### src/lla_pkg.sv
// Shared definitions for the life-like automaton grid.
// Holds operation codes, register indexes, reset values and the structs
// passed between the top level, the cell chain and the column update unit.
package lla_pkg;

  // Field widths fixed by the item format.
  localparam int OP_W    = 3;
  localparam int POS_W   = 6;
  localparam int SIZE_W  = 7;
  localparam int COUNT_W = 4;
  localparam int IDX_W   = 3;

  // Default grid dimensions.
  localparam int DEF_MAX_WIDTH  = 64;
  localparam int DEF_MAX_HEIGHT = 64;

  // Operation codes.
  localparam logic [OP_W-1:0] OP_TOGGLE     = 3'd0;
  localparam logic [OP_W-1:0] OP_SET        = 3'd1;
  localparam logic [OP_W-1:0] OP_CLEAR      = 3'd2;
  localparam logic [OP_W-1:0] OP_CLEAR_GRID = 3'd3;
  localparam logic [OP_W-1:0] OP_STEP       = 3'd4;
  localparam logic [OP_W-1:0] OP_READ       = 3'd5;

  // Configuration register indexes.
  localparam logic [IDX_W-1:0] REG_ACTIVE_WIDTH  = 3'd0;
  localparam logic [IDX_W-1:0] REG_ACTIVE_HEIGHT = 3'd1;
  localparam logic [IDX_W-1:0] REG_SURVIVE_MIN   = 3'd2;
  localparam logic [IDX_W-1:0] REG_SURVIVE_MAX   = 3'd3;
  localparam logic [IDX_W-1:0] REG_BIRTH_COUNT   = 3'd4;

  // Register reset values.
  localparam logic [SIZE_W-1:0]  RST_ACTIVE_WIDTH  = 7'd64;
  localparam logic [SIZE_W-1:0]  RST_ACTIVE_HEIGHT = 7'd64;
  localparam logic [COUNT_W-1:0] RST_SURVIVE_MIN   = 4'd2;
  localparam logic [COUNT_W-1:0] RST_SURVIVE_MAX   = 4'd3;
  localparam logic [COUNT_W-1:0] RST_BIRTH_COUNT   = 4'd3;

  // Neighbor-count rule.
  typedef struct packed {
    logic [COUNT_W-1:0] survive_min;
    logic [COUNT_W-1:0] survive_max;
    logic [COUNT_W-1:0] birth_count;
  } rule_t;

  // Control broadcast to every cell of the chain.
  typedef struct packed {
    logic            clear;
    logic            shift;
    logic            edit_en;
    logic [OP_W-1:0] edit_op;
  } cell_ctrl_t;

endpackage

### src/lla_cell.sv
// One cell of the column chain: holds one grid column.
// Depends on lla_pkg for the control struct and the operation codes.
module lla_cell import lla_pkg::*; #(
  parameter int MAX_HEIGHT = DEF_MAX_HEIGHT
) (
  input  logic                  clk,
  input  logic                  rst_n,
  input  cell_ctrl_t            ctrl,
  input  logic                  hit,
  input  logic [MAX_HEIGHT-1:0] row_hot,
  input  logic [MAX_HEIGHT-1:0] shift_in,
  output logic [MAX_HEIGHT-1:0] col,
  output logic                  rd_bit
);

  logic [MAX_HEIGHT-1:0] col_r;

  always_ff @(posedge clk) begin
    if (!rst_n) begin
      col_r <= '0;
    end else begin
      priority if (ctrl.clear) begin
        col_r <= '0;
      end else if (ctrl.shift) begin
        col_r <= shift_in;
      end else if (ctrl.edit_en && hit) begin
        unique case (ctrl.edit_op)
          OP_TOGGLE: col_r <= col_r ^ row_hot;
          OP_SET:    col_r <= col_r | row_hot;
          OP_CLEAR:  col_r <= col_r & ~row_hot;
          default:   col_r <= col_r;
        endcase
      end
    end
  end

  assign col    = col_r;
  assign rd_bit = hit & (|(col_r & row_hot));

endmodule

### config.mk
export PLATFORM = sky130hd
export DESIGN_NAME = lla_cell
export DESIGN_NICKNAME = d
export VERILOG_FILES = /design/src/lla_pkg.sv /design/src/lla_cell.sv
export SDC_FILE = /design/constraint.sdc
export NUM_CORES = 1
export LEC_CHECK = 0
export BUFFER_PORTS_ARGS = -buffer_cell sky130_fd_sc_hd__buf_4
export CAP_MARGIN = 20
export CORE_MARGIN = 1
export CORE_UTILIZATION = 35
export DETAILED_ROUTE_END_ITERATION = 6
export SETUP_SLACK_MARGIN = 0.1
export SLEW_MARGIN = 5
export SYNTH_ARGS = -nofsm -noshare
export SYNTH_HDL_FRONTEND = slang
export SYNTH_SLANG_ARGS = --single-unit
### constraint.sdc
create_clock -name clk -period 1.8 [get_ports clk]
set_clock_uncertainty 0.1 [all_clocks]
set_input_delay 0.18 -clock clk [delete_from_list [all_inputs] [get_ports clk]]
set_output_delay 0.18 -clock clk [all_outputs]
set_load 0.01 [all_outputs]
== After elaboration in Yosys (flattened, before gate mapping) ==
Index checks and enable logic that the tools add are counted.

* Bits in registers: 64
* Bits of input ports: 137
* Word-level logic and storage cells: 20

* Bitwise operators: 7
* Multiplexer cells: 3
* Equality and inequality tests: 2
* Reduce and logical (&&, ||, !) cells: 7

{| class="wikitable"
|+ Operator list
! cell !! number
|-
| one-hot mux 64 bit (3 select lines) || 1
|-
| AND 64 bit || 2
|-
| 2-to-1 mux 64 bit || 2
|-
| NOT 64 bit || 1
|-
| OR 64 bit || 1
|-
| OR reduction 64 bit || 1
|-
| XOR 64 bit || 1
|-
| nonzero test 4 bit || 1
|-
| equality test 3 x 1 -> 1 bit (second input constant) || 1
|-
| equality test 3 x 2 -> 1 bit (second input constant) || 1
|-
| logical NOT 3 bit || 1
|-
| AND reduction 2 bit || 1
|-
| nonzero test 2 bit || 1
|-
| OR reduction 2 bit || 1
|-
| AND 1 bit || 1
|-
| logical AND 1 bit || 1
|-
| NOT 1 bit || 1
|}

== Logic depth before layout (Yosys ltp) ==
Gate-level depths: netlist (run 1).

* Word-level depth: 5
* Mapped depth: 6
* Gate-level depth less buffers: 5

== Worst setup path after synthesis (run 1) ==
Ideal clock, no wire load.

* Path type: flip-flop to output port
* Start point: register col_r[52], in the netlist col[52]
* End point: output rd_bit
* Data arrival time: 1,351 ps
* Setup slack: 169 ps
* Buffers on the path: 0
* Cell stages (with the launch flop): 5
* Path through: dfxtp_1 -> ha_1 -> nor4_1 -> nand4_1 -> o41a_1

* Longest elaborated chain between the ends: 3

{| class="wikitable"
|+ RTL lines
! what !! RTL line !! RTL
|-
| from (decl) || lla_cell.sv:16 || <nowiki>logic [MAX_HEIGHT-1:0] col_r;</nowiki>
|-
| from (signal assigned) || lla_cell.sv:25 || <nowiki>col_r <= shift_in;</nowiki>
|-
| from (signal assigned) || lla_cell.sv:28 || <nowiki>OP_TOGGLE: col_r <= col_r ^ row_hot;</nowiki>
|-
| from (signal assigned) || lla_cell.sv:29 || <nowiki>OP_SET: col_r <= col_r | row_hot;</nowiki>
|-
| AND 64 bit || lla_cell.sv:38 || <nowiki>assign rd_bit = hit & (|(col_r & row_hot));</nowiki>
|-
| OR reduction 64 bit || lla_cell.sv:38 ||
|-
| AND 1 bit || lla_cell.sv:38 ||
|-
| to (decl) || lla_cell.sv:13 || <nowiki>output logic rd_bit</nowiki>
|}

No other way between the ends.

== Worst setup path after layout (run 1) ==
* Start point: register col_r[7], in the netlist col[7]
* End point: output rd_bit

The elaborated chain is that of the path after synthesis.

==> impl_summary.md, run 1 <==
Run status
The flow ran to the end, but the final reports show violations. The checks that failed: setup timing.

Global route
The initial antenna violation count is 0. Global routing finished with a remaining overflow of 0. The number of global-route vias before repair is 7177. Entering global routing, the biggest net connects 129 pins.

The first-pass GRT wire length is 37400 um. The global routing usage summed across all routing layers is 21.8%.

STA
Final hold analysis gives a worst-case slack of 0.303 ns. The portion of the clock cycle consumed by the worst path in the final layout is 125%. Setup total negative slack on the finished layout was measured at -0.443 ns. The fmax is 0.446 GHz. The worst path setup slack after routing is -0.443 ns. The number of max-slew violations in the final report is 0. For the pin with the worst max-slew slack, the measured transition is 0.635 ns. Setup repair after global routing could not meet its margin everywhere. The hold violation total from the final report came to 0.

The headroom to the max-slew limit is 57.7%. The time the worst path needs with I/O delays and setup is 2.24 ns. The final setup violation count is 1.

Worst setup path
The startpoint identified for the worst register-to-register timing path is col[42]. The data arrival time at the worst-slack endpoint is 1.96 ns. The critical path class is flop to output pin.

Counting cells, the worst reg-to-reg path comes to 5. The nature of the critical path endpoint is an output pin. The data required time of the critical path is 1.52 ns.

The slowest cell on the critical path is o41a_1. The worst register-to-register path ends at col[42]. The largest stage delay on the critical path is 0.45 ns. Across all register-to-register paths, the minimum setup slack is 0.35 ns. The worst setup path is launched from a flop. The timing startpoint of the critical path is col[7].

The critical-path maximum fanout is 2. The critical path goes through ha_4 -> nor4_4 -> buf_4 -> nand4_1 -> o41a_1 -> buf_6.

Power
The sequential cell fraction of total power is 32.3%. In this run the power density over the cells is 432 mW/mm^2. The combinational fraction of design power is 32.3%. The clock network is responsible for 35.4% of the overall power.

The reported leakage power is 5.02 nW. Summed over all nets, the switching power comes to 0.00143 W. The worst vdd rail ir drop is 408 uV.

The internal portion of the total power is 0.00323 W. In this run switching power makes up 30.7% of total power.

Finish
The post-route netlist has 30.9% of its cells at a drive strength greater than 1. The register with the most flip-flops in the layout has 64 of them. The area of all placed cells without fillers is 0.0108 mm^2. The synthesis-to-finish area growth is 46.9%. The count of nets after finishing is 1435. The diode insertion count for antenna repair is 0.

Synthesis
The compound-cell area share of the yosys netlist is 15.5%. The cell count after synthesis is 809. After synthesis, the largest family of logic cells by area is adder cells.

Of the total synthesized cell area, the portion taken by XOR and XNOR cells is 0%. Ranked by instance count, the synthesized netlist is headed by ha_1 (192), inv_1 (128). The top cell type by total area after synthesis is ha_1. The fraction of the mapped netlist area in adder cells is 32.8%. The number of nets in the synthesized netlist is 1138.

The leading register cell type out of synthesis is dfxtp_1. The distinct cell type count of the synthesized netlist is 21. The number of flops mapped to enable cells by yosys is 0. In the post-synthesis netlist, the cell with the most instances is ha_1. After synthesis the netlist holds a flip-flop and latch count of 64. The mux cell area share after synthesis is 0%. Each instance of the synthesized netlist takes up on average 9.06 um^2. The top cell type by area accounts for 32.8% of the synthesized area.

The share of the yosys chip area belonging to registers is 17.5%. In the post-synthesis netlist, the biggest area contributors are ha_1 (33%), dfxtp_1 (17%), nor4bb_1 (8.7%). The synthesized netlist occupies a cell area of 0.00733 mm^2. The simple-gate portion of the synthesized area is 22.1%.

The total number of yosys warnings is 0. Counting flops with an async set or reset pin after synthesis yields a share of 0%.

Route
After detailed routing, the number of vias per cell comes to 5.24. The routed layout has 7232 vias. After the first detailed-routing iteration, the DRC count stood at 348.

The remaining number of nets flagged by the antenna check after routing is 0. The first-pass iteration count of the detailed router is 5. The routed length on met2 is 11500 um. In the detailed route, the total length drawn on met3 is 988 um. The highest metal layer with signal wires is met4.

In the routed design, unresolved DRC markers number 0. The routed design has 23600 um of wire. Dividing the detail-routed wire length by the instance count gives 17.1 um. The met1 routed wirelength after detailed routing is 10600 um.

Clocking
Clock-pin slew was measured on the worst setup and hold paths at 0.06 ns. Clock tree synthesis selected as its root buffer the cell clkbuf_16. The CTS tree is yes.

The number of CTS-inserted buffers is 9. The maximum clock insertion buffer count is 2. In this run the number of H-tree levels came out at 3.

For the worst-skew pair, the clock arrives at the later sink with an insertion delay of 0.34 ns. The clock sink count is 64.

Hold path
The startpoint identified for the worst hold timing path is row_hot[10]. The number of cells on the worst hold path is 5. For hold timing, the worst endpoint is col[10]. The path class of the tightest hold or removal check is input pin to flop.

Place
The total placed instance area is 0.00965 mm^2. The weighted congestion at the end of routability-driven global placement is 0.769. Timing analysis after detailed placement gives a worst setup slack of -0.333 ns. The count of port buffers added during placement is 201. The half-perimeter wire length after placement is 15700 um.

Die
From bottom edge to top edge, the die measures 147 um. The number of ports placed on the die boundary is 202. The area of the die is 0.0215 mm^2. For this configuration, the core starts out at a cell density of 36.0%. The core region is 0.0204 mm^2. The initialized floorplan defines 52 standard-cell rows. From left edge to right edge, the die measures 147 um.

Flow run
Max-cap violations in this run came to 0.
[placed cells by master, fill, tap and decap left out, types with 6 or more instances in the layout]
| master | count |
|---|---|
| buf_4 | 286 |
| ha_1 | 181 |
| inv_1 | 128 |
| nor4bb_1 | 64 |
| nor4b_1 | 64 |
| a311oi_1 | 64 |
| nand2_1 | 64 |
| o221ai_1 | 64 |
| dlygate4sd3_1 | 64 |
| dfxtp_1 | 57 |
| buf_12 | 11 |
| clkbuf_16 | 9 |
| dfxtp_2 | 7 |
| nor4_4 | 6 |
| ha_4 | 6 |
[worst max-delay path by stage]
stage | to | slack (ns)
after floorplan | rd_bit | 0.17
after global placement | rd_bit | -0.33
after detailed placement | rd_bit | -0.33
after CTS | rd_bit | -0.47
after global routing | rd_bit | -0.52
final | rd_bit | -0.44
[per-stage QoR]
stage                     util, %  total power [W]  std cells
final                        52.9          0.00465       1379
after global routing         52.9          0.00493       1379
after CTS                    52.3          0.00469       1379
after detailed placement     47.4          0.00289       1301
after global placement       47.4          0.00287       1301
after floorplan                 -          0.00221        809
[worst max-delay path: cells and delay by family (launching register included)]
family	cells	cell delay, ns
AND/OR/NAND/NOR	2	0.39
adder cells (fa/ha/maj)	1	0.16
AO/OA/AOI/OAI	1	0.45
flip-flops	1	0.33
buffers and inverters	2	0.31
[power groups by stage]
stage	Sequential, W	Clock, W	Combinational (W)
finish	0.00150	0.00165	0.00150
global route	0.00151	0.00176	0.00165
CTS	0.00150	0.00170	0.00149
detailed placement	0.00153	0	0.00136
global placement	0.00153	0	0.00134
floorplan	0.00158	0	0.000637
[timing repair]
action | in CTS | in global routing
endpoints found under the setup margin | 1 | 1
gates cloned | 0 | 0
gates resized for setup | 20 | 22
pin swaps | 8 | 9
setup buffers | 0 | 0
hold buffers | 64 | 0
hold endpoints to repair | 64 | 0
[area by class of cell]
type	count	area, um^2
fill	1867	9590
inverter	128	480
timing repair buffer	362	3020
sequential	64	1290
clock inverter	1	5.00
clock buffer	13	250
multi-input combinational	541	5390
tap	270	338
[kinds of logic after synthesis]
family,Yosys count
buf+inv,204
flops,64
simple gates,219
compound gates,130
fa+ha+maj,192
[layer usage]
layer	GRT usage, %	vias to the layer above
li1	-	3594
met1	27.9	3438
met2	37.0	170
met3	2.83	30
met4	8.39	0
met5	0	-
Power figures use the tool's default switching activity.
==> run 2, diff against run 1 <==
--- a/config.mk
+++ b/config.mk
@@ -10,6 +10,7 @@
 export CORE_MARGIN = 1
 export CORE_UTILIZATION = 35
 export DETAILED_ROUTE_END_ITERATION = 6
+export RECOVER_POWER = 50
 export SETUP_SLACK_MARGIN = 0.1
 export SLEW_MARGIN = 5
 export SYNTH_ARGS = -nofsm -noshare
==> constraint.sdc (replaced) <==
create_clock -name clk -period 1.8 [get_ports clk]
set_clock_uncertainty 0.1 [all_clocks]
set_input_delay 0.18 -clock clk [delete_from_list [all_inputs] [get_ports clk]]
set_output_delay 0.18 -clock clk [all_outputs]
set_load 0.05 [all_outputs]
==> impl_summary.md, run 2 (same netlist as run 1, synthesis figures left out) <==
Finish
The most common library cell in the layout ignoring fill and taps is buf_4. Once layout is done, the placed cells without fillers occupy 0.0106 mm^2. The synthesis-to-finish area growth is 44.6%. The diode insertion count for antenna repair is 0. The final standard cell count with taps included and fillers excluded is 1380. Leaving out fill and tap cells, the most frequent cells in the layout are buf_4 (221), ha_1 (183), inv_1 (128).

In the final layout, the share of cells above drive strength 1 is 29.7%. The count of nets after finishing is 1434. Cells fill 52.1% of the core in the end. The flip-flop count of the largest register, all copies and words added is 64.

Place
The half-perimeter wire length after placement is 16100 um. The placed instances occupy a cell area of 0.00984 mm^2. At the end of routability-driven placement, the weighted congestion stood at 0.773.

After detailed placement, the design holds a cell count of 1300. Buffers placed on the I/O ports in this run total 201.

Clocking
At the later pin of the worst-skew pair, clock insertion delay measures 0.33 ns. The clock sink count is 64. The depth of the CTS H-tree is 3. After clock tree synthesis, the clock-pin slew on the worst setup and hold paths is 0.06 ns. Once the clock tree was built, the setup fixing pass inserted 0 buffers. The root buffer cell chosen for the clock tree is clkbuf_16. The number of CTS-inserted buffers is 9. TritonCTS built the clock tree. Counting along the longest clock path gives a buffer depth of 2.

Route
The final routed DRC violation total is 0. Before antenna repair, the detailed router went through 5 iterations. The remaining number of nets flagged by the antenna check after routing is 0.

The via count is 7267. The via density per instance is 5.27. The number of violations reported at the end of detailed-routing iteration 0 is 310. The mean routed wirelength per cell is 17.2 um. After detailed routing, the total wire length is 23700 um.

Power
VDD sags by at most 494 uV. The power per cell area is 452 mW/mm^2. Summed over all cells, the static leakage comes to 4.77 nW.

Global route
The number of global-route vias before repair is 7325. The maximum number of pins on one net before global-route repair is 65. The initial antenna violation count was 0.

The global routing usage summed across all routing layers is 21.8%. The total grt overflow is 0. The first global-routing pass estimated 37500 um of wire.

Worst setup path
STA classifies the critical path startpoint as a flop. The data arrival time at the worst-slack endpoint is 2.08 ns. For the worst setup path, the data required time is 1.52 ns. The worst setup slack for register-to-register paths is 0.34 ns. By startpoint and endpoint, the worst setup path is classified as flop to output pin. The nature of the critical path endpoint is an output pin. In this run the worst path has a maximum fanout of 2.

Die
The core area is 0.0204 mm^2. Once the floorplan was initialized, standard cells occupied 36.0% of the core. The area of the die is 0.0215 mm^2. From left edge to right edge, the die measures 147 um. In this run the vertical extent of the chip is 147 um. The number of placement rows is 52.

The number of ports placed on the die boundary is 202.

STA
The number of max-slew violations in the final report is 0. The transition time of the tightest slew-check pin is 0.702 ns. Of the available clock period, the critical path in the final layout requires 131%. Setup violations remaining at the end of the flow were counted as 1. Setup repair after global routing could not meet its margin everywhere. The minimum hold slack is 0.301 ns. Based on the critical path, the design can be clocked at up to 0.424 GHz. Summed over all failing endpoints, the final setup total negative slack is -0.557 ns. The hold violation total from the final report was 0. Subtracting the final worst setup slack from the clock period gives 2.36 ns. The headroom to the max-slew limit is 53.4%. Setup slack on the critical path of the routed design comes to -0.557 ns.

Flow run
The count of maximum capacitance violations is 0.

Run status
The run finished, with violations left. The final reports fail on setup timing.

Hold path
The path class of the tightest hold or removal check is input pin to flop.
run 2: per-stage QoR:
| step | total power (W) | worst slack, ns |
|---|---|---|
| after floorplan | 0.00238 | -0.00812 |
| after global placement | 0.00304 | -0.695 |
| after detailed placement | 0.00306 | -0.691 |
| after CTS | 0.00488 | -0.679 |
| after global routing | 0.00506 | -0.646 |
| final | 0.00479 | -0.557 |
run 2: worst max-delay path, cell delays in order, from the launching register on:
cell and delay (ns):
dfxtp_2 0.32, ha_1 0.20, nor4_2 0.28, buf_4 0.16
nand4_1 0.09, o41a_4 0.52, buf_8 0.16
run 2: final timing paths:
path,start,endpoint,cells after the start
setup / recovery,col[21],rd_bit,6
hold / removal,row_hot[19],col[19],5
setup reg to reg,col[40],col[40],6
hold reg to reg,col[63],col[63],2
run 2: power breakdown:
group	total, W	leakage, nW	internal, W	switching [W]
logic	0.00163	4.08	0.000748	0.000880
clock network	0.00168	0.128	0.000973	0.000703
registers	0.00149	0.557	0.00146	0.0000306
total	0.00479	4.77	0.00318	0.00161
run 2: cell type report:
cell class                 count  area [um^2]
clock buffer                  15          258
clock inverter                 1         5.00
fill                        1917         9760
inverter                     128          480
multi-input combinational    541         5330
sequential                    64         1420
tap                          270          338
timing repair buffer         361         2780
run 2: routing by layer:
layer	GRT usage (%)	part of all wire (%)	vias up
met3	3.32	4.2	32
li1	-	-	3589
met2	37.6	48	163
met5	0	0	-
met1	27.6	46	3483
met4	7.55	2.3	0
run 2: what timing repair did:
action | CTS | global route
hold buffers | 64 | 0
hold endpoints to repair | 64 | 0
setup endpoints to repair | 1 | 1
gates resized for setup | 9 | 6
pin swaps | 2 | 5
==> run 3, diff against run 2 <==
--- a/config.mk
+++ b/config.mk
@@ -10,9 +10,11 @@
 export CORE_MARGIN = 1
 export CORE_UTILIZATION = 35
 export DETAILED_ROUTE_END_ITERATION = 6
+export PLACE_DENSITY = 0.55
 export RECOVER_POWER = 50
 export SETUP_SLACK_MARGIN = 0.1
-export SLEW_MARGIN = 5
+export SKIP_CTS_REPAIR_TIMING = 1
+export SLEW_MARGIN = 20
 export SYNTH_ARGS = -nofsm -noshare
 export SYNTH_HDL_FRONTEND = slang
 export SYNTH_SLANG_ARGS = --single-unit
==> impl_summary.md, run 3 (same netlist as run 1, synthesis figures left out) <==
Run status
The flow ran to the end, but the final reports show violations. The checks that failed: hold timing, setup timing.

Route
The count of nets left with antenna violations once routing finished came out at 0. Using the TritonRoute via totals, the vias-per-cell ratio works out to 5.26. Dividing the detail-routed wire length by the instance count gives 17.2 um. The via count is 7277. The final routed DRC violation total is 0. In this run, the number of DRC markers left after iteration 0 of detailed routing was 282. The first-pass iteration count of the detailed router is 4. The aggregate routed wire length is 23800 um.

Finish
The top cell types in the final layout, fill and taps aside, are buf_4 (226), ha_1 (184), inv_1 (128). The fraction of final layout cells with drive strength greater than 1 is 30.0%. The diode insertion count for antenna repair is 0. After the last flow step, the layout net total stands at 1438. The end-of-flow core utilization is 52.0%. The synthesis-to-finish area growth is 44.5%. Leaving out fill and tap cells, the most frequent cell in the layout is buf_4. The filler cells instantiated in the layout total 1981. The final standard cell count with taps included and fillers excluded is 1384. The flip-flop count of the largest register, all copies and words added is 64.

Die
After floorplanning, the core was sized to cover 0.0204 mm^2. The effective utilization at floorplan is 36.0%. The vertical die dimension is 147 um. The number of placement rows is 52. The die outline width is 147 um. 202 I/O pins were placed.

The area of the die is 0.0215 mm^2.

Place
After legalization and detailed placement, the total HPWL measured 16300 um. The count of port buffers added during placement is 201. The weighted congestion at the end of routability-driven global placement is 0.766. The placement-stage worst setup slack is -0.688 ns.

The number of instances in the placed design is 1305.

STA
For this run, the top clock speed supported by timing is 0.406 GHz. The routed design could run at a clock period as short as 2.47 ns. The worst pin sits at a relative slew slack of 55.6%. For the pin with the worst max-slew slack, the measured transition is 0.668 ns. The hold violation total from the final report is 1. The number of max-slew violations in the final report is 0. Across all setup checks in the final design, the least slack found is -0.666 ns. Setup violations remaining at the end of the flow were counted as 1. The portion of the clock cycle consumed by the worst path in the final layout is 137%. Setup repair after global routing could not meet its margin everywhere. The setup total negative slack is -0.666 ns. The minimum hold slack is -0.0259 ns.

Power
In this run the static leakage power is 4.79 nW. Dividing total power by cell area gives a power density of 454 mW/mm^2. Across the VDD grid, the largest voltage drop is 440 uV.

Global route
The maximum number of pins on one net before global-route repair is 69. The global routing usage on met3 is 3.17%. For this run, global-route usage on met2 was measured as 35.3%. The number of global-route vias before repair is 7093. The first global-routing pass estimated 37200 um of wire. The met1 layer usage reported by global route is 29.4%. Global routing used 21.7% of the available tracks.

The total grt overflow is 0. The most used routing layer is met2. The initial antenna violation count is 0.

Worst setup path
The critical-path maximum fanout is 2. The startpoint type of the worst setup path is a flop. Across all register-to-register paths, the minimum setup slack is 0.38 ns. Data on the critical path arrives at its endpoint at 2.19 ns.

The critical path is of the flop to output pin type. The nature of the critical path endpoint is an output pin. The startpoint of the worst-slack reg-to-reg timing path is col[42]. The destination of the worst register-to-register timing path is col[42]. The data required time of the critical path is 1.52 ns. The number of cells traversed by the worst register-to-register path is 5.

Clocking
The cell at the root of the clock tree is clkbuf_16. The H-tree was split into 3 levels. After clock tree synthesis, the clock-pin slew on the worst setup and hold paths is 0.05 ns. The clock sink count is 64. The maximum clock insertion buffer count is 2. TritonCTS built the clock tree. The insertion delay of the later-clocked pin in the worst-skew pair is 0.34 ns. TritonCTS created 9 clock buffers.

Hold path
The worst hold path terminates at col[60]. The hold path startpoint is shift_in[60]. The path category of the worst min-delay check is input pin to flop. The number of cells on the worst hold path is 3.

Flow run
Across the run, the number of max-cap violations was 0.
## run 3: cell count changes in the layout (fill, tap and decap cells not counted), moves of 2 or more
cell,previous run,this run
clkinv_2,1,4
clkbuf_1,69,66
buf_4,221,226
nor4_1,9,12
nor4_2,5,3
## run 3: layout make-up
type / count / area [um^2] / area share, %
multi-input combinational: 541 / 5290 / 49.9
inverter: 128 / 480 / 4.54
tap: 270 / 338 / 3.19
sequential: 64 / 1420 / 13.4
timing repair buffer: 365 / 2800 / 26.5
clock inverter: 4 / 20.0 / 0.189
clock buffer: 12 / 246 / 2.33
## run 3: per-stage QoR
stage	cell area [um^2]	total power (W)
global route	10600	0.00508
CTS	10100	0.00479
global placement	9880	0.00306
finish	10600	0.00480
floorplan	7530	0.00238
detailed placement	9880	0.00308
## run 3: power breakdown
group          internal [W]  switching (W)  leakage (nW)
Combinational      0.000750       0.000880          4.09
Sequential          0.00146      0.0000301         0.557
Clock              0.000963       0.000725         0.136
Total               0.00317        0.00163          4.79
## run 3: how the worst max path moves through the flow
| stage | startpoint | endpoint | slack (ns) | cells past startpoint |
|---|---|---|---|---|
| floorplan | col[44] | rd_bit | -0.008 | 4 |
| finish | col[5] | rd_bit | -0.67 | 6 |
| global placement | col[5] | rd_bit | -0.63 | 6 |
| detailed placement | col[5] | rd_bit | -0.69 | 6 |
| CTS | col[5] | rd_bit | -1.09 | 6 |
| global route | col[5] | rd_bit | -0.74 | 6 |
## run 3: routing by layer
metal	wire length [um]	part of all wire, %	vias up
met5	0	0	-
met4	423	1.8	0
met3	993	4.2	21
met2	11200	47	151
met1	11200	47	3489
li1	-	-	3616
## run 3: worst max-delay path: stages (launching register included)
cell and delay, ns:
dfxtp_4 0.34, ha_4 0.16, nor4_4 0.38, buf_4 0.17, nand4_1 0.16, o41a_4 0.48
buf_8 0.16
