<file path="config.mk">
export PLATFORM = sky130hd
export DESIGN_NAME = lla_col_update
export DESIGN_NICKNAME = d
export VERILOG_FILES = /design/src/lla_pkg.sv /design/src/lla_col_update.sv
export SDC_FILE = /design/constraint.sdc
export NUM_CORES = 1
export LEC_CHECK = 0
export BUFFER_PORTS_ARGS = -buffer_cell sky130_fd_sc_hd__buf_2
export CAP_MARGIN = 15
export CORE_MARGIN = 10
export CORE_UTILIZATION = 28
export DETAILED_ROUTE_END_ITERATION = 8
export SETUP_SLACK_MARGIN = 0.2
export SLEW_MARGIN = 20
export SYNTH_ARGS = -nofsm -noshare
export SYNTH_HDL_FRONTEND = slang
export SYNTH_SLANG_ARGS = --single-unit
</file>
<file path="constraint.sdc">
create_clock -name vclk -period 7.8
set_input_delay 1.17 -clock vclk [all_inputs]
set_output_delay 1.17 -clock vclk [all_outputs]
set_load 0.03 [all_outputs]
</file>
<file path="src/lla_pkg.sv">
// Shared definitions for the life-like automaton grid.
// Holds operation codes, register indexes, reset values and the structs
// passed between the top level, the cell chain and the column update unit.
package lla_pkg;

  // Field widths fixed by the item format.
  localparam int OP_W    = 3;
  localparam int POS_W   = 6;
  localparam int SIZE_W  = 7;
  localparam int COUNT_W = 4;
  localparam int IDX_W   = 3;

  // Default grid dimensions.
  localparam int DEF_MAX_WIDTH  = 64;
  localparam int DEF_MAX_HEIGHT = 64;

  // Operation codes.
  localparam logic [OP_W-1:0] OP_TOGGLE     = 3'd0;
  localparam logic [OP_W-1:0] OP_SET        = 3'd1;
  localparam logic [OP_W-1:0] OP_CLEAR      = 3'd2;
  localparam logic [OP_W-1:0] OP_CLEAR_GRID = 3'd3;
  localparam logic [OP_W-1:0] OP_STEP       = 3'd4;
  localparam logic [OP_W-1:0] OP_READ       = 3'd5;

  // Configuration register indexes.
  localparam logic [IDX_W-1:0] REG_ACTIVE_WIDTH  = 3'd0;
  localparam logic [IDX_W-1:0] REG_ACTIVE_HEIGHT = 3'd1;
  localparam logic [IDX_W-1:0] REG_SURVIVE_MIN   = 3'd2;
  localparam logic [IDX_W-1:0] REG_SURVIVE_MAX   = 3'd3;
  localparam logic [IDX_W-1:0] REG_BIRTH_COUNT   = 3'd4;

  // Register reset values.
  localparam logic [SIZE_W-1:0]  RST_ACTIVE_WIDTH  = 7'd64;
  localparam logic [SIZE_W-1:0]  RST_ACTIVE_HEIGHT = 7'd64;
  localparam logic [COUNT_W-1:0] RST_SURVIVE_MIN   = 4'd2;
  localparam logic [COUNT_W-1:0] RST_SURVIVE_MAX   = 4'd3;
  localparam logic [COUNT_W-1:0] RST_BIRTH_COUNT   = 4'd3;

  // Neighbor-count rule.
  typedef struct packed {
    logic [COUNT_W-1:0] survive_min;
    logic [COUNT_W-1:0] survive_max;
    logic [COUNT_W-1:0] birth_count;
  } rule_t;

  // Control broadcast to every cell of the chain.
  typedef struct packed {
    logic            clear;
    logic            shift;
    logic            edit_en;
    logic [OP_W-1:0] edit_op;
  } cell_ctrl_t;

endpackage

</file>
<file path="src/lla_col_update.sv">
// Column update unit at the head of the cell chain.
// Counts the Moore neighbors of every row of one column and applies the rule.
// Depends on lla_pkg for the rule struct.
module lla_col_update import lla_pkg::*; #(
  parameter int MAX_HEIGHT = DEF_MAX_HEIGHT,
  parameter int HW         = $clog2(MAX_HEIGHT + 1)
) (
  input  logic [MAX_HEIGHT-1:0] above,
  input  logic [MAX_HEIGHT-1:0] cur,
  input  logic [MAX_HEIGHT-1:0] below,
  input  logic                  col_active,
  input  logic [HW-1:0]         h_eff,
  input  rule_t                 rule,
  output logic [MAX_HEIGHT-1:0] new_col
);

  // Zero padding on both ends stands in for cells outside the grid.
  logic [MAX_HEIGHT+1:0] a_pad, c_pad, b_pad;

  assign a_pad = {1'b0, above, 1'b0};
  assign c_pad = {1'b0, cur, 1'b0};
  assign b_pad = {1'b0, below, 1'b0};

  for (genvar y = 0; y < MAX_HEIGHT; y++) begin : g_row
    logic [COUNT_W-1:0] count;
    logic               alive;
    logic               next_bit;

    assign count = COUNT_W'(a_pad[y]) + COUNT_W'(a_pad[y+1]) + COUNT_W'(a_pad[y+2])
                 + COUNT_W'(c_pad[y]) + COUNT_W'(c_pad[y+2])
                 + COUNT_W'(b_pad[y]) + COUNT_W'(b_pad[y+1]) + COUNT_W'(b_pad[y+2]);
    assign alive = cur[y];
    assign next_bit = (alive && count >= rule.survive_min && count <= rule.survive_max)
                   || (count == rule.birth_count);
    assign new_col[y] = (col_active && (HW'(y) < h_eff)) ? next_bit : cur[y];
  end

endmodule

</file>
Word-level counts from Yosys, hierarchy flattened
Cells that the tools add are included.

Shifts and indexed selects: 0. Reduce and logical (&&, ||, !) cells: 256. Div/mod/pow operators: 0. $lt $le $gt $ge: 192. Mux-type cells: 64. Bitwise operators: 0. $mul: 0. Equal/unequal tests: 64. $add $sub $neg: 441.

Operators by type and width (count): adder 4 x 1 -> 4 bit (252); equality test 4 bit (64); greater-or-equal comparator 4 bit (64); <= comparator 4 bit (64); adder 3 x 1 -> 4 bit (63); less-than comparator 6 x 7 -> 1 bit, first input constant (32); logical AND 1 bit (192); adder 2 x 1 -> 3 bit (63); adder 1 x 1 -> 2 bit (63); less-than comparator 5 x 7 -> 1 bit, first input constant (16); logical OR 1 bit (64); 2-to-1 mux 1 bit (64); less-than comparator 4 x 7 -> 1 bit, first input constant (8); less-than comparator 3 x 7 -> 1 bit, first input constant (4); less-than comparator 1 x 7 -> 1 bit, first input constant (2); less-than comparator 2 x 7 -> 1 bit, first input constant (2).

RAM bits: 0. Memories kept: 0. Bits in latches: 0. Register bits: 0. ROM bits: 0. Word-level logic and storage cells: 1017. Output and inout bits: 64. Input bits: 212.

Longest topological paths before layout
Gate-level depths: netlist of the first run.

Depth in word-level cells: 12. Depth in mapped cells: 14. Depth with buffers taken out: 14.

Worst setup path before layout of the first run
No wires, ideal clock.

Path kind: input to output. Start point: input above[21]. End point: output new_col[22]. Slack: 1702 ps. Buffers on the path: 0. Required time: 6630 ps. Stages on the path: 14. Data arrival time: 4928 ps. Cells stage by stage: inv_1 fa_1 fa_1 fa_1 inv_1 ha_1 fa_1 xor2_1 ha_1 a21oi_1 o22ai_1 o22ai_1 a221oi_1 o21ai_0.

Word-level cells in the longest chain between the ends: 12. Elaborated cells on any way between the ends: 14. Those cells by class: add/sub (7); order compare (2); eq/ne (1); mux (1); reduce/logical (3).

RTL lines: start, declared (line lla_col_update.sv:8) `input logic [MAX_HEIGHT-1:0] above,`; adder 1 x 1 -> 2 bit (*) (line lla_col_update.sv:29) `assign count = COUNT_W'(a_pad[y]) + COUNT_W'(a_pad[y+1]) + COUNT_W'(a_pad[y+2])`; adder 2 x 1 -> 3 bit (*) (line lla_col_update.sv:29); adder 3 x 1 -> 4 bit (*) (line lla_col_update.sv:30) `+ COUNT_W'(c_pad[y]) + COUNT_W'(c_pad[y+2])`; adder 4 x 1 -> 4 bit (*) (line lla_col_update.sv:30); adder 4 x 1 -> 4 bit (*) (3 in series) (line lla_col_update.sv:31) `+ COUNT_W'(b_pad[y]) + COUNT_W'(b_pad[y+1]) + COUNT_W'(b_pad[y+2]);`; greater-or-equal comparator 4 bit (line lla_col_update.sv:33) `assign next_bit = (alive && count >= rule.survive_min && count <= rule.survive_max)`; logical AND 1 bit (2 in series) (line lla_col_update.sv:33); logical OR 1 bit (*) (line lla_col_update.sv:34) `|| (count == rule.birth_count);`; 2-to-1 mux 1 bit (*) (line lla_col_update.sv:35) `assign new_col[y] = (col_active && (HW'(y) < h_eff)) ? next_bit : cur[y];`; end, declared (line lla_col_update.sv:14) `output logic [MAX_HEIGHT-1:0] new_col`.

Every way passes the cells marked *; elsewhere a longest branch is shown, timed or not.

Worst setup path after layout of the first run
Start point: input above[62]. End point: output new_col[62].

The elaborated chain is that of the path after synthesis.

==> summary.md, run 1 <==
| Metric | Value |
|---|---|
| Tcrit/Tclk final | `83.5%` |
| Layout fillers | `9,578` |
| WS Path Type | `input port to output pin` |
| Crit-path max cell delay | `530 ps` |
| # IOs | `276` |
| PortBufs | `276` |
| Slew HR | `34.3%` |
| First-pass GRT wire length | `135,000 µm` |
| DRT iter0 DRCs | `1,060` |
| Top-count cell post-synth | `ha_1` |
| Clock period minus worst slack | `6520 ps` |
| Unrepaired setup endpoints after global routing | `no` |
| Yosys warns | `0` |
| WL final | `87,100 µm` |
| Leak | `14.8 nW` |
| Crit end category | `output pin` |
| Crit path cell chain | `buf_2, inv_1, fa_1, fa_1, fa_1, inv_1, ha_1, fa_1, xor2_1, ha_1, a21oi_1, o22ai_1, o22ai_1, a21oi_1, o21ai_0, buf_2` |
| Initial antenna violation count | `13` |
| Gr ovfl total | `0` |
| Die area | `0.103 mm²` |
| Register area | `0 µm²` |
| Mean number of vias per cell | `4.92` |
| Gates resized, CTS repair | `0` |
| Layout cells sized above 1 | `9.90%` |
| Multi-input gate area | `0.0227 mm²` |
| Nets | `4,475` |
| Global placement routability congestion | `0.841` |
| Die Height | `322 µm` |
| Antenna Nets Post-Route | `0` |
| Avg WL per Cell | `19.4 µm` |
| Area delta synth->final | `10.9%` |
| Syn Nets | `4,222` |
| Worst endpoint data arrival time | `5350 ps` |
| PD cells | `173 mW/mm²` |
| Post-detail-place hpwl | `70,800 µm` |
| Critical path fanouts, max | `4` |
| Worst EP required | `6630 ps` |
| Distinct cell type count of the synthesized netlist | `69` |
| Drt drc | `0` |
| Hold-fix buffers, CTS | `0` |
| Cell mode on critical path | `fa_1` |
| Horiz. Die Dim | `322 µm` |
| Final hold viol count | `0` |
| Synthesized instance count | `3,062` |
| DR vias | `22,100` |
| Seq_cells | `0` |
| Slowest-stage cell, CP | `fa_1` |
| Clock buf count | `0` |
| Mapped Avg Cell Area | `8.32 µm²` |
| Overall Global Routing Usage | `16.5%` |
| Leading cell types by count after synthesis | `ha_1 (696), inv_1 (661), fa_1 (252)` |
| Drt pass-1 iters | `5` |
| Yosys top cell by area | `ha_1` |
| Seq/Total Area, Yosys | `0%` |
| Slew Limit Fails | `0` |
| Initial Util | `28.3%` |
| Postcts setup bufs | `0` |
| Rows | `110` |
| Post-route cell area | `0.0283 mm²` |
| Final Util | `31.4%` |
| Largest net degree at the start of global routing | `39` |
| Worst slew pin tran | `986 ps` |
| Core Box Area | `0.0901 mm²` |
| Count of max-cap constraint violations | `0` |
| Vias in the first global route | `22,600` |
| Pwr Total | `4.88 mW` |
| Yosys top cell area share | `34.2%` |
| Final setup vio count | `0` |
| F_max | `153 MHz` |
| Mapped Area | `0.0255 mm²` |
| Peak VDD IR | `0.0000625 V` |
| Worst Hold Class | `input port to output pin` |
| DP Area | `0.0283 mm²` |
| Status | `finished, final reports clean` |
| Ranking of synthesized cells by area | `ha_1 (34%), fa_1 (20%), inv_1 (9.7%)` |
| Crit start category | `input port` |
| Setup total negative slack | `0 ps` |
-- metal layers --
metal  wire length [µm]  track usage [%]  vias up
met2              41600             29.0      484
li1                   -                -    10900
met3               3790             1.44       84
met4               1120             1.75       20
met1              40500             22.4    10600
met5                115                0        -
-- layout make-up --
type / instances / share of cell area (%)
Timing Repair Buffer: 298 / 5.79
Tap cell: 1176 / 5.21
Multi-Input combinational cell: 2351 / 80.2
Inverter: 664 / 8.83
Antenna cell: 2 / 0.0177
-- path summary, 6_finish.rpt --
path                   from           to  cells past startpoint  slack, ps
hold / removal     rule[11]   new_col[0]                      3       2690
setup / recovery  above[62]  new_col[62]                     16       1280
-- logic make-up after synthesis --
logic type	Yosys count	share of synthesized area, %
muxes	3	0.118
adders and majority gates	948	54.0
AOI/OAI and AO/OA	677	15.9
buffers and inverters	711	11.1
xor gates and xnor gates	289	9.93
and+or+nand+nor	434	8.98
-- placed cells by master, fill, tap and decap left out, types with 12 or more instances in the layout --
cell type | netlist | final
nand2_1 | 69 | 69
or3_1 | 12 | 12
nand4_1 | 50 | 50
inv_1 | 661 | 655
a21oi_1 | 229 | 229
fa_1 | 252 | 252
nor3_1 | 15 | 15
nand3_1 | 62 | 62
o211ai_1 | 48 | 48
buf_4 | 20 | 22
o2bb2ai_1 | 22 | 22
buf_2 | 16 | 270
ha_1 | 696 | 696
xor2_1 | 143 | 143
xnor2_1 | 146 | 146
nor2_1 | 89 | 89
a31oi_1 | 14 | 14
nor2b_1 | 67 | 67
o21ai_0 | 188 | 188
nand2b_1 | 14 | 14
o22ai_1 | 76 | 76
-- critical path, delay by kind of cell --
kind	cells	cell delay, ps
buf+inv	4	610
xor+xnor	1	300
compound gates	5	900
fa+ha+maj	6	2350
-- stage by stage --
stage          hold slack (ps)  worst slack (ps)  std cells
5_1_grt                   2710              1110       4490
3_5_place_dp              2690              1320       4489
2_1_floorplan             2540              1700       3062
3_3_place_gp              2690              1320       4489
6_report                  2690              1280       4491
4_1_cts                   2690              1310       4489
-- report_power, final --
part           internal, mW    total [mW]  switching (mW)  leakage, nW
sequential                0             0               0            0
combinational          2.07          4.88            2.82         14.8
clock          0.0000000345  0.0000000345               0    0.0000127
Power figures use the tool's default switching activity.
==> run 2: changes to the inputs <==
--- a/config.mk
+++ b/config.mk
@@ -5,6 +5,7 @@
 export SDC_FILE = /design/constraint.sdc
 export NUM_CORES = 1
 export LEC_CHECK = 0
+export ABC_AREA = 1
 export BUFFER_PORTS_ARGS = -buffer_cell sky130_fd_sc_hd__buf_2
 export CAP_MARGIN = 15
 export CORE_MARGIN = 10
==> constraint.sdc (replaced) <==
create_clock -name vclk -period 6.1
set_input_delay 0.915 -clock vclk [all_inputs]
set_output_delay 0.915 -clock vclk [all_outputs]
set_load 0.03 [all_outputs]
==> summary.md, run 2 <==
| Metric | Value |
|---|---|
| Status | `finished, final reports clean` |
| Unrepaired setup endpoints after global routing | `no` |
| Drt drc | `0 (unchanged)` |
| Clock period minus worst slack | `5720 ps` |
| Worst endpoint data arrival time | `4800 ps (-550 ps)` |
| Critical path fanouts, max | `3 (-1)` |
| Yosys top cell area share | `28.9% (-5.2 points)` |
| Nets | `6,365 (+42%)` |
| Wl on met1 | `49,600 µm (+23%)` |
| Crit path cell chain | `buf_2, inv_1, fa_1, fa_1, fa_1, inv_1, ha_1, fa_1, xor2_1, ha_1, nand2_1, inv_1, nand2_1, nand2_1, nand2_1, nand2_1, nand2_1, nand2_1, nand2_1, buf_2` |
| Ranking of synthesized cells by area | `ha_1 (29%), nand2_1 (21%), fa_1 (17%)` |
| Flop pwr share | `0% (unchanged)` |
| Gr ovfl total | `0 (unchanged)` |
| DRT iter0 DRCs | `1,999 (+89%)` |
| Avg WL per Cell | `16.3 µm (-16%)` |
| Seq/Total Area, Yosys | `0% (unchanged)` |
| DR vias | `30,600 (+38%)` |
| Switch Pwr | `4.51 mW (+60%)` |
| Clock buf count | `0 (unchanged)` |
| Slew HR | `29.1% (-5.2 points)` |
| Crit start category | `input port` |
| Switch share | `61.2% (+3.5 points)` |
| Tcrit/Tclk final | `93.7%` |
| Post-detail-place hpwl | `84,400 µm (+19%)` |
| Global placement routability congestion | `0.842 (+0.11%)` |
| Mapped Avg Cell Area | `6.07 µm² (-27%)` |
| Clk pwr share | `0% (unchanged)` |
| Yosys top cell by area | `ha_1` |
| Overall Global Routing Usage | `17.3% (+0.80 points)` |
| Combinational power share | `100.0% (about the same)` |
| PD cells | `222 mW/mm² (+28%)` |
| Horiz. Die Dim | `348 µm (+8.1%)` |
| Antenna Nets Post-Route | `0 (unchanged)` |
| DP Area | `0.0333 mm² (+18%)` |
| Commonest cells after routing, fill and taps aside | `nand2_1 (1,652), inv_1 (1,111), ha_1 (696)` |
| Hold path startpoint | `cur[55]` |
| Largest net degree at the start of global routing | `65 (+67%)` |
| Fin cells | `6,614 (+47%)` |
| Initial antenna violation count | `15 (+2)` |
| First-pass GRT wire length | `166,000 µm (+23%)` |
| Seq_cells | `0 (unchanged)` |
| Complex-gate fraction of the synthesized area | `4.12% (-12 points)` |
| Die area | `0.121 mm² (+17%)` |
| Die Height | `348 µm (+8.1%)` |
| Dpl ws | `397 ps (-925 ps)` |
| Mapped Area | `0.0301 mm² (+18%)` |
| Hold EP | `new_col[55]` |
| PortBufs | `276 (unchanged)` |
| Peak VDD IR | `0.000111 V (+78%)` |
| Vias in the first global route | `29,400 (+31%)` |
| Syn Nets | `6,115 (+45%)` |
| Core Box Area | `0.107 mm² (+19%)` |
| Internal power | `2.87 mW (+39%)` |
| Crit-path max cell delay | `520 ps (about the same)` |
| Count of max-cap constraint violations | `0 (unchanged)` |
| Leak | `21.1 nW (+43%)` |
| Leading cell types by count after synthesis | `nand2_1 (1,652), inv_1 (1,119), ha_1 (696)` |
| WL met2 | `49,800 µm (+20%)` |
| XOR/XNOR Fraction of Synth Area | `1.08% (-8.9 points)` |
| Slowest-stage cell, CP | `fa_1` |
| Area delta synth->final | `10.6%` |
| Worst Path Buf+Inv | `5 (+1)` |
| WL final | `108,000 µm (+24%)` |
| Worst Hold Class | `input port to output pin` |
| Final hold viol count | `0 (unchanged)` |
| Layout cells sized above 1 | `6.52% (-3.4 points)` |
| Most common cell after layout, fill and taps aside | `nand2_1` |
| Metal3 WL | `5820 µm (+53%)` |
| Mean number of vias per cell | `4.62 (-6.1%)` |
| Hold WS | `2200 ps (-487 ps)` |
| Drt pass-1 iters | `6 (+1)` |
| Worst hold stages | `4 (+1)` |
| Placed insts | `6,606 (+47%)` |
| Multiplexer share of the synthesized area | `0% (-0.12 points)` |
| Slew Limit Fails | `0 (unchanged)` |
| Cell mode on critical path | `nand2_1` |
| Final Util | `31.1% (-0.21 points)` |
| # IOs | `276 (unchanged)` |
| Cell class contributing the biggest share of worst-path delay | `adder cells` |
| Post-route cell area | `0.0333 mm² (+18%)` |
| Pwr Total | `7.38 mW (+51%)` |
| Distinct cell type count of the synthesized netlist | `27 (-61%)` |
| Crit end category | `output pin` |
| Initial Util | `28.1% (-0.11 points)` |
| Worst slew pin tran | `1060 ps (+76.0 ps)` |
| Synthesized instance count | `4,955 (+62%)` |
| Fin worst setup slack | `385 ps (-900 ps)` |
| Top-count cell post-synth | `nand2_1` |
| WS Path Type | `input port to output pin` |
| Largest family of logic cells by synthesized area | `adder cells` |
| Rows | `120 (+9.1%)` |
| F_max | `175 MHz` |
| Uppermost routed layer | `met5` |
| Simple logic cell fraction of the synthesized area | `34.0% (+25 points)` |
| Register area | `0 µm² (unchanged)` |
| Adder-cell share of the synthesized area | `45.7% (-8.3 points)` |
| Layout fillers | `11,900 (+24%)` |
| Multi-input gate area | `0.0256 mm² (+13%)` |
| Setup total negative slack | `0 ps (unchanged)` |
| Worst EP required | `5180 ps (-1450 ps)` |
| Yosys warns | `0 (unchanged)` |
| Final setup vio count | `0 (unchanged)` |
==> run 2: cell types whose count changed after synthesis, moves of 76 or more <==
| cell | previous run | this run |
|---|---|---|
| inv_1 | 661 | 1119 |
| nand2_1 | 69 | 1652 |
| nand3_1 | 62 | 489 |
| nor2_1 | 89 | 386 |
| o21ai_0 | 188 | 31 |
| o22ai_1 | 76 | 0 |
| xnor2_1 | 146 | 7 |
| xor2_1 | 143 | 30 |
==> run 2: logic make-up after synthesis <==
kind of cell | after synthesis
AOI/OAI and AO/OA | 240
xor gates and xnor gates | 37
adders and majority gates | 948
buffers and inverters | 1184
and+or+nand+nor | 2546
==> run 2: area by class of cell <==
class,instances,area share (%)
repair buffers,305,5.13
well taps,1403,5.27
diodes,8,0.0601
multi-input cells,3771,76.8
inverters,1127,12.8
==> run 2: worst max-delay path by stage <==
stage              from    endpoint  slack (ps)  depth (start not counted)
2_1_floorplan  above[7]  new_col[8]         910                         18
3_3_place_gp     cur[7]  new_col[8]         410                         20
3_5_place_dp     cur[5]  new_col[6]         400                         21
4_1_cts          cur[5]  new_col[6]         390                         21
5_1_grt          cur[5]  new_col[6]         200                         21
6_report         cur[6]  new_col[7]         380                         20
==> run 2: power groups by stage <==
stage | sequential, mW | combinational [mW] | clock [mW]
floorplan | 0 | 5.64 | 0
global placement | 0 | 7.11 | 0
detailed placement | 0 | 7.34 | 0
CTS | 0 | 7.39 | 0
global route | 0 | 8.69 | 0.0000000441
finish | 0 | 7.38 | 0.0000000435
==> run 2: per-layer routing <==
layer | vias up | global-route usage, %
li1 | 15700 | -
met1 | 14000 | 22.9
met2 | 710 | 30.1
met3 | 132 | 1.81
met4 | 16 | 3.59
met5 | - | 0
==> run 2: timing repair <==
action / 4_1_cts / 5_1_grt
hold buffers: 0 / 0
setup endpoints to repair: 0 / 4
resized for setup: 0 / 5
setup buffers: 0 / 0
==> run 3: changes to the inputs <==
==> constraint.sdc (replaced) <==
create_clock -name vclk -period 6
set_input_delay 0.9 -clock vclk [all_inputs]
set_output_delay 0.9 -clock vclk [all_outputs]
set_load 0.03 [all_outputs]
==> summary.md, run 3 (synthesized netlist as in run 2, its figures left out) <==
| Metric | Value |
|---|---|
| Status | `finished, final reports clean` |
| Post-route cell area | `0.0333 mm² (+0.15%)` |
| Leak | `21.1 nW (about the same)` |
| Horiz. Die Dim | `348 µm (unchanged)` |
| Hold-fix buffers, CTS | `0 (unchanged)` |
| Worst slew pin tran | `1060 ps (+1.08 ps)` |
| WL final | `107,000 µm (-0.15%)` |
| Drt drc | `0 (unchanged)` |
| Tcrit/Tclk final | `93.8%` |
| Commonest cells after routing, fill and taps aside | `nand2_1 (1,652), inv_1 (1,112), ha_1 (696)` |
| Combinational power share | `100.0% (about the same)` |
| Gr ovfl total | `0 (unchanged)` |
| Layout fillers | `11,800 (-0.46%)` |
| Clock period minus worst slack | `5630 ps` |
| F_max | `178 MHz` |
| Area delta synth->final | `10.8%` |
| Critical path fanouts, max | `3 (unchanged)` |
| Most common cell after layout, fill and taps aside | `nand2_1` |
| DR vias | `30,500 (-0.14%)` |
| Crit end category | `output pin` |
| Unrepaired setup endpoints after global routing | `yes` |
| # IOs | `276 (unchanged)` |
| Global placement routability congestion | `0.854 (+1.4%)` |
| PD cells | `225 mW/mm² (+1.5%)` |
| First-pass GRT wire length | `166,000 µm (+0.23%)` |
| Layout cells sized above 1 | `6.59% (+0.078 points)` |
| Die area | `0.121 mm² (unchanged)` |
| Worst EP required | `5100 ps (-80 ps)` |
| Peak VDD IR | `0.000116 V (+4.8%)` |
| Die Height | `348 µm (unchanged)` |
| Worst hold stages | `4 (unchanged)` |
| Postcts setup bufs | `0 (unchanged)` |
| Final hold viol count | `0 (unchanged)` |
| DP Area | `0.0333 mm² (+0.10%)` |
| Mean number of vias per cell | `4.62 (about the same)` |
| Core Box Area | `0.107 mm² (unchanged)` |
| Avg WL per Cell | `16.3 µm (about the same)` |
| Nets | `6,364 (-0.016%)` |
| Overall Global Routing Usage | `17.3% (about the same)` |
| Seq_cells | `0 (unchanged)` |
| Initial antenna violation count | `19 (+4)` |
| Crit start category | `input port` |
| Count of max-cap constraint violations | `0 (unchanged)` |
| Slew HR | `28.4% (-0.72 points)` |
| Worst Hold Class | `input port to output pin` |
| PortBufs | `276 (unchanged)` |
| Vias in the first global route | `29,400 (-0.25%)` |
| Switch Pwr | `4.58 mW (+1.6%)` |
| Post-detail-place hpwl | `84,900 µm (+0.57%)` |
| Largest net degree at the start of global routing | `64 (-1.5%)` |
| Internal power | `2.92 mW (+1.9%)` |
| Flop pwr share | `0% (unchanged)` |
| Antenna Nets Post-Route | `0 (unchanged)` |
| DRT iter0 DRCs | `1,815 (-9.2%)` |
| Final setup vio count | `0 (unchanged)` |
| Initial Util | `28.1% (unchanged)` |
| Setup total negative slack | `0 ps (unchanged)` |
| Drt pass-1 iters | `7 (+1)` |
| Clk pwr share | `0% (unchanged)` |
| WS Path Type | `input port to output pin` |
| Slew Limit Fails | `0 (unchanged)` |
| Switch share | `61.1% (-0.070 points)` |
| Worst endpoint data arrival time | `4730 ps (-70 ps)` |
| Register area | `0 µm² (unchanged)` |
| Clock buf count | `0 (unchanged)` |
| Rows | `120 (unchanged)` |
==> run 3: power groups by stage <==
stage	Sequential (mW)	Clock, mW	Combinational, mW
2_1_floorplan	0	0	5.73
3_3_place_gp	0	0	7.23
3_5_place_dp	0	0	7.48
4_1_cts	0	0	7.53
5_1_grt	0	0.0000000447	8.84
6_report	0	0.0000000897	7.50
==> run 3: worst max-delay path, stage by stage <==
cell     delay (ps)
buf_2           110
inv_1           140
fa_1            470
fa_1            470
fa_1            490
inv_1            40
ha_1            200
fa_1            420
inv_1           100
nand2_1          70
nand2_1          90
ha_1            230
nand2_1          80
inv_1            40
nand2_1          60
a21oi_1          80
nor2_1          110
nor2_1           50
nor2_1          300
buf_2           280
==> run 3: worst paths after layout <==
check | start | end | slack (ps)
hold / removal | cur[55] | new_col[55] | 2160
setup / recovery | above[61] | new_col[61] | 370
==> run 3: repair_timing <==
item | CTS | global route
endpoints found under the hold margin | 0 | 0
gates resized for setup | 0 | 12
endpoints found under the setup margin | 0 | 8
==> run 3: layer usage <==
metal	share of wire (%)	vias up	GRT usage (%)
met5	0.096	-	0
met4	1.8	18	2.86
met3	5.9	134	1.74
met2	47	760	30.6
met1	45	13900	22.9
li1	-	15700	-
==> run 3: area by class of cell <==
class | count | area, µm² | area share [%]
antenna | 4 | 10.0 | 0.0300
tap | 1403 | 1760 | 5.27
inverter | 1127 | 4250 | 12.7
timing repair buffer | 304 | 1740 | 5.22
multi-input combinational | 3771 | 25600 | 76.7
==> run 3: stage by stage <==
| stage | worst slack [ps] | cells | util (%) | power, mW | hold slack (ps) |
|---|---|---|---|---|---|
| 2_1_floorplan | 841 | 4955 | - | 5.73 | 2010 |
| 3_3_place_gp | 348 | 6605 | 31.1 | 7.23 | 2160 |
| 3_5_place_dp | 341 | 6605 | 31.1 | 7.48 | 2160 |
| 4_1_cts | 345 | 6605 | 31.1 | 7.53 | 2160 |
| 5_1_grt | 131 | 6607 | 31.2 | 8.84 | 2200 |
| 6_report | 370 | 6609 | 31.2 | 7.50 | 2160 |
